## src/design/hpc_pkg.sv

```systemverilog
// Package with the types, codes and constants of the hex prefix processor core.
package hpc_pkg;

    localparam int unsigned MEM_WORDS = 32768;
    localparam int unsigned MEM_AW    = $clog2(MEM_WORDS);

    typedef logic [MEM_AW-1:0] t_maddr;

    typedef enum logic [1:0] {
        OPN_WRITE = 2'd0,
        OPN_EXEC  = 2'd1,
        OPN_READ  = 2'd2,
        OPN_NONE  = 2'd3
    } t_operation;

    typedef enum logic [3:0] {
        IC_LDAM = 4'h0,
        IC_LDBM = 4'h1,
        IC_STAM = 4'h2,
        IC_LDAC = 4'h3,
        IC_LDBC = 4'h4,
        IC_LDAP = 4'h5,
        IC_LDAI = 4'h6,
        IC_LDBI = 4'h7,
        IC_STAI = 4'h8,
        IC_BR   = 4'h9,
        IC_BRZ  = 4'hA,
        IC_BRN  = 4'hB,
        IC_BRB  = 4'hC,
        IC_OPR  = 4'hD,
        IC_PFIX = 4'hE,
        IC_NFIX = 4'hF
    } t_icode;

    localparam logic [15:0] OPR_ADD    = 16'd0;
    localparam logic [15:0] OPR_SUB    = 16'd1;
    localparam logic [15:0] OPR_IN     = 16'd2;
    localparam logic [15:0] OPR_OUT    = 16'd3;
    localparam logic [15:0] NFIX_HIGH  = 16'hFF00;

    typedef enum logic [3:0] {
        UA_IDLE,
        UA_WRITE,
        UA_READ,
        UA_READ_WB,
        UA_FETCH,
        UA_DECODE,
        UA_LD_O_A,
        UA_LD_O_B,
        UA_LD_AO,
        UA_LD_BO,
        UA_WB_A,
        UA_WB_B,
        UA_ST_O,
        UA_ST_BO,
        UA_EXEC,
        UA_NOP
    } t_uaddr;

    typedef enum logic [2:0] {
        AS_ITEM,
        AS_PC,
        AS_O,
        AS_AO,
        AS_BO
    } t_asel;

    typedef enum logic [1:0] {
        DS_NONE,
        DS_A,
        DS_B,
        DS_RDV
    } t_dsel;

    typedef enum logic [1:0] {
        NX_WAIT,
        NX_GOTO,
        NX_DISP_OP,
        NX_DISP_CODE
    } t_nxt;

    typedef struct packed {
        logic   mem_rd;
        logic   mem_wr;
        t_asel  asel;
        logic   wd_a;
        t_dsel  dsel;
        logic   decode;
        logic   exec;
        logic   done;
        t_nxt   nxt;
        t_uaddr target;
    } t_uctl;

    typedef struct packed {
        logic [1:0]  operation;
        logic [14:0] word_address;
        logic [15:0] write_value;
        logic [15:0] input_value;
    } t_item;

    typedef struct packed {
        logic [15:0] program_counter;
        logic [15:0] acc_a;
        logic [15:0] acc_b;
        logic        output_valid;
        logic [15:0] output_word;
        logic [15:0] output_port;
        logic        input_taken;
        logic [15:0] input_port;
        logic [15:0] read_value;
    } t_result;

endpackage

```

## src/design/hpc_useq.sv

```systemverilog
// Microcode sequencer: step counter, control store and dispatch logic.
module hpc_useq
    import hpc_pkg::*;
(
    input  logic       i_clk,
    input  logic       i_rst_n,
    input  logic       i_accept,
    input  logic [1:0] i_operation,
    input  t_icode     i_code,
    output t_uctl      o_ctl,
    output logic       o_busy
);

    t_uaddr r_upc;
    t_uaddr n_upc;
    t_uctl  w_ctl;

    function automatic t_uctl uw(
        input logic   rd,
        input logic   wr,
        input t_asel  asel,
        input logic   wd_a,
        input t_dsel  dsel,
        input logic   dec,
        input logic   ex,
        input logic   dn,
        input t_nxt   nx,
        input t_uaddr tg
    );
        t_uctl c;
        c.mem_rd = rd;
        c.mem_wr = wr;
        c.asel   = asel;
        c.wd_a   = wd_a;
        c.dsel   = dsel;
        c.decode = dec;
        c.exec   = ex;
        c.done   = dn;
        c.nxt    = nx;
        c.target = tg;
        return c;
    endfunction

    always_comb begin
        case (r_upc)
            UA_IDLE:    w_ctl = uw(1'b0, 1'b0, AS_ITEM, 1'b0, DS_NONE, 1'b0, 1'b0, 1'b0,
                               NX_DISP_OP, UA_IDLE);
            UA_WRITE:   w_ctl = uw(1'b0, 1'b1, AS_ITEM, 1'b0, DS_NONE, 1'b0, 1'b0, 1'b1,
                               NX_GOTO, UA_IDLE);
            UA_READ:    w_ctl = uw(1'b1, 1'b0, AS_ITEM, 1'b0, DS_NONE, 1'b0, 1'b0, 1'b0,
                               NX_GOTO, UA_READ_WB);
            UA_READ_WB: w_ctl = uw(1'b0, 1'b0, AS_ITEM, 1'b0, DS_RDV, 1'b0, 1'b0, 1'b1,
                               NX_GOTO, UA_IDLE);
            UA_FETCH:   w_ctl = uw(1'b1, 1'b0, AS_PC, 1'b0, DS_NONE, 1'b0, 1'b0, 1'b0,
                               NX_GOTO, UA_DECODE);
            UA_DECODE:  w_ctl = uw(1'b0, 1'b0, AS_PC, 1'b0, DS_NONE, 1'b1, 1'b0, 1'b0,
                               NX_DISP_CODE, UA_IDLE);
            UA_LD_O_A:  w_ctl = uw(1'b1, 1'b0, AS_O, 1'b0, DS_NONE, 1'b0, 1'b0, 1'b0,
                               NX_GOTO, UA_WB_A);
            UA_LD_O_B:  w_ctl = uw(1'b1, 1'b0, AS_O, 1'b0, DS_NONE, 1'b0, 1'b0, 1'b0,
                               NX_GOTO, UA_WB_B);
            UA_LD_AO:   w_ctl = uw(1'b1, 1'b0, AS_AO, 1'b0, DS_NONE, 1'b0, 1'b0, 1'b0,
                               NX_GOTO, UA_WB_A);
            UA_LD_BO:   w_ctl = uw(1'b1, 1'b0, AS_BO, 1'b0, DS_NONE, 1'b0, 1'b0, 1'b0,
                               NX_GOTO, UA_WB_B);
            UA_WB_A:    w_ctl = uw(1'b0, 1'b0, AS_ITEM, 1'b0, DS_A, 1'b0, 1'b0, 1'b1,
                               NX_GOTO, UA_IDLE);
            UA_WB_B:    w_ctl = uw(1'b0, 1'b0, AS_ITEM, 1'b0, DS_B, 1'b0, 1'b0, 1'b1,
                               NX_GOTO, UA_IDLE);
            UA_ST_O:    w_ctl = uw(1'b0, 1'b1, AS_O, 1'b1, DS_NONE, 1'b0, 1'b0, 1'b1,
                               NX_GOTO, UA_IDLE);
            UA_ST_BO:   w_ctl = uw(1'b0, 1'b1, AS_BO, 1'b1, DS_NONE, 1'b0, 1'b0, 1'b1,
                               NX_GOTO, UA_IDLE);
            UA_EXEC:    w_ctl = uw(1'b0, 1'b0, AS_ITEM, 1'b0, DS_NONE, 1'b0, 1'b1, 1'b1,
                               NX_GOTO, UA_IDLE);
            UA_NOP:     w_ctl = uw(1'b0, 1'b0, AS_ITEM, 1'b0, DS_NONE, 1'b0, 1'b0, 1'b1,
                               NX_GOTO, UA_IDLE);
            default:    w_ctl = uw(1'b0, 1'b0, AS_ITEM, 1'b0, DS_NONE, 1'b0, 1'b0, 1'b0,
                               NX_GOTO, UA_IDLE);
        endcase
    end

    always_comb begin
        n_upc = r_upc;
        case (w_ctl.nxt)
            NX_GOTO: begin
                n_upc = w_ctl.target;
            end
            NX_DISP_OP: begin
                if (i_accept) begin
                    case (t_operation'(i_operation))
                        OPN_WRITE: n_upc = UA_WRITE;
                        OPN_EXEC:  n_upc = UA_FETCH;
                        OPN_READ:  n_upc = UA_READ;
                        default:   n_upc = UA_NOP;
                    endcase
                end
            end
            NX_DISP_CODE: begin
                case (i_code)
                    IC_LDAM: n_upc = UA_LD_O_A;
                    IC_LDBM: n_upc = UA_LD_O_B;
                    IC_STAM: n_upc = UA_ST_O;
                    IC_LDAI: n_upc = UA_LD_AO;
                    IC_LDBI: n_upc = UA_LD_BO;
                    IC_STAI: n_upc = UA_ST_BO;
                    default: n_upc = UA_EXEC;
                endcase
            end
            default: begin
                n_upc = r_upc;
            end
        endcase
    end

    always_ff @(posedge i_clk) begin
        if (!i_rst_n) begin
            r_upc <= UA_IDLE;
        end else begin
            r_upc <= n_upc;
        end
    end

    assign o_ctl  = w_ctl;
    assign o_busy = (r_upc != UA_IDLE);

endmodule

```

## config.mk

```make
export PLATFORM = sky130hd
export DESIGN_NAME = hpc_useq
export DESIGN_NICKNAME = d
export VERILOG_FILES = /design/src/design/hpc_pkg.sv /design/src/design/hpc_useq.sv
export SDC_FILE = /design/constraint.sdc
export NUM_CORES = 1
export LEC_CHECK = 0
export ABC_AREA = 1
export BUFFER_PORTS_ARGS = -buffer_cell sky130_fd_sc_hd__buf_2
export CELL_PAD_IN_SITES_DETAIL_PLACEMENT = 0
export CELL_PAD_IN_SITES_GLOBAL_PLACEMENT = 1
export CORE_MARGIN = 2
export CORE_UTILIZATION = 35
export CTS_BUF_LIST = sky130_fd_sc_hd__clkbuf_8
export DETAILED_ROUTE_END_ITERATION = 6
export GPL_TIMING_DRIVEN = 0
export PLACE_DENSITY_LB_ADDON = 0.3
export SLEW_MARGIN = 20
export SYNTH_ARGS = -nofsm -noshare
export SYNTH_HDL_FRONTEND = slang
export SYNTH_SLANG_ARGS = --single-unit
```

## constraint.sdc

```tcl
create_clock -name i_clk -period 1.6 [get_ports i_clk]
set_input_delay 0.16 -clock i_clk [delete_from_list [all_inputs] [get_ports i_clk]]
set_output_delay 0.16 -clock i_clk [all_outputs]
set_load 0.01 [all_outputs]
```

==> results.toml <==
[die]
core_um2 = 3000
die_area_um2 = 3570
io_pins = 27
chipHeight_um = 59.7
start_util_pct = 36.2
num_rows = 20
fp.dieW_um = 59.7

[logic_synthesis]
synth_top_area_share_pct = 38.7
syn-instance-count = 142
ys_warn_count = 0
ys_seq_area_share_pct = 38.7
syn-mean-instance-area_um2 = 7.66
ys_top_cells_by_area = "dfxtp_1 (39%), nand2_1 (12%), ha_1 (9.2%), inv_1 (6.2%), nor2_1 (4.5%)"
syn-num-nets = 159
synth_cell_types = 23
ys_ff_latch = 21
synth_largest_area_cell = "dfxtp_1"
syn_area_um2 = 1090

[clock_tree]
clock_latency_ps = 260
cts_hold_buf = 0
htree_levels = 1
cts_sinks = 21
clockBufferDepth = 2
cts_root_buffer = "clkbuf_8"
numCtsBuffers = 3
cts_tree = "done"
clkTransAtPathRegs_ps = 80

[global_route]
grt.total_usage_pct = 15.6
grt.overflow.total = 0
grt_pass1_wl_um = 4250
antenna_found_initial = 0
grt_max_degree = 13
grt_pass1_vias = 969

[place]
place_inst = 201
gp_congestion = 0.798
hpwl_um = 1720
dp_slack_ps = -268
port_buffers = 26

[finish]
drive_gt1_share_pct = 50.8
num_antenna_cells = 0
fill_cells = 289
layout.cells.non_filler = 228
fin_nets = 213
areaGrowthSynthToFinish_pct = 47.6
utilization_pct = 53.5

[job]
drv_cap = 0

[sta]
relSlewSlack_pct = 83.0
finClkSkew_ps = 6.17
setup_viol = 0
whs_ps = 251
rsz0062_at_grt = "true"
finalHoldViolCount = 0
fin_crit_sh_pct = 99.8
timing.fmax_mhz = 626
period_minus_slack_ps = 1600
tightest_slew_ps = 255
slew_violations = 0
fin_ws_ps = 2.57

[detailed_routing]
wirelength_um = 2620
dr.pass1.iters = 4
num_vias = 1070
wire_per_inst_um = 11.5
ant_nets = 0
drt_iter0_markers = 42
viasPerCell = 4.69
drc = 0

[setup_path]
criticalPathCategory = "reg -> reg"
critPathMaxFanout = 6
endpoint_kind = "flip-flop"
crit_arrival_ps = 1760
crit_required_ps = 1770
start_kind = "flip-flop"
r2r_setup_slack_ps = 3

[power_and_ir_drop]
power_w = 0.00334
powerDensity_nw_per_um2 = 2080
cellLeakagePower_nw = 0.843
ir_drop_mv = 0.938

[worst_hold_path]
hp-class = "in -> reg"

[outcome]
outcome = "completed"
==> timing repair <==
action                                  in CTS  in global routing
endpoints found under the setup margin      11                 14
resized for setup                           16                 21
buffers inserted                            10                 14
pin swaps                                    8                 17
==> report_power, final <==
part	switching (W)	leakage (nW)	total, W	internal [W]
combinational	0.00113	0.643	0.00214	0.00101
sequential	0.000122	0.174	0.000858	0.000737
clock	0.000169	0.0255	0.000343	0.000174
==> cells by family after synthesis <==
kind of cell / after synthesis / share of synthesized area (%)
buffers and inverters: 24 / 10.4
AO/OA/AOI/OAI: 8 / 5.41
AND/OR/NAND/NOR: 81 / 36.4
adder cells (fa/ha/maj): 8 / 9.21
flip-flops: 21 / 38.7
==> worst paths after layout <==
kind                   end  depth (start not counted)     start
hold / removal    o_ctl[6]                          3   i_rst_n
hold reg to reg   o_ctl[7]                          4  r_upc[2]
setup reg to reg  o_ctl[0]                         13  o_ctl[5]
setup / recovery  o_ctl[0]                         13  o_ctl[5]
==> critical path: stages, from the launching register on <==
cell	delay, ps
dfxtp_4	380
inv_2	50
nor2_2	30
nand3_1	70
nand2_1	60
nor2_2	100
nand2_1	70
nand2_2	100
nand2_4	90
buf_6	140
ha_4	250
o21ai_2	50
nand2_1	60
nand2_1	50
==> metal layers <==
layer	routed length, µm	GRT usage, %
met4	51	6.67
met5	0	0
met2	1320	26.6
met1	1160	19.3
met3	91	2.81
==> cells in the mapped netlist (all sizes together) <==
library cell,number
inv,21
nand2,43
buf,3
nor2,16
nand3,10
ha,8
a21oi,2
or4,1
nand3b,1
dfxtp,21
o21ai,6
nand4,5
or2,2
nor3,3
==> stage by stage <==
stage          area, µm²  setup TNS, ps
2_1_floorplan       1100              0
3_3_place_gp        1270          -1950
3_5_place_dp        1270          -1970
4_1_cts             1450              0
5_1_grt             1610           -402
6_report            1610              0
==> placed cells by master, fill, tap and decap left out, drive strengths merged <==
master and n:
or2 2, buf 52, or4 1, nor3 3
a21oi 2, o21ai 6, nand3b 1, nand4 5
nand3 10, inv 21, clkbuf 3, nand2 43
dfxtp 21, nor2 16, ha 8, clkinv 1
==> final cells by class <==
class / instances / area (µm²) / area share [%]
Clock inverter: 1 / 5.00 / 0.312
Buffer: 2 / 26.3 / 1.64
Timing Repair Buffer: 50 / 322 / 20.0
Inverter: 21 / 86.3 / 5.38
Multi-Input combinational cell: 97 / 656 / 40.8
Tap cell: 33 / 41.3 / 2.57
Clock buffer: 3 / 41.3 / 2.57
Sequential cell: 21 / 428 / 26.7
==> sequential cells by signal, summed over array words and instances (netlist names) <==
register	cells
o_ctl	17
r_upc	4
Power figures use the tool's default switching activity.
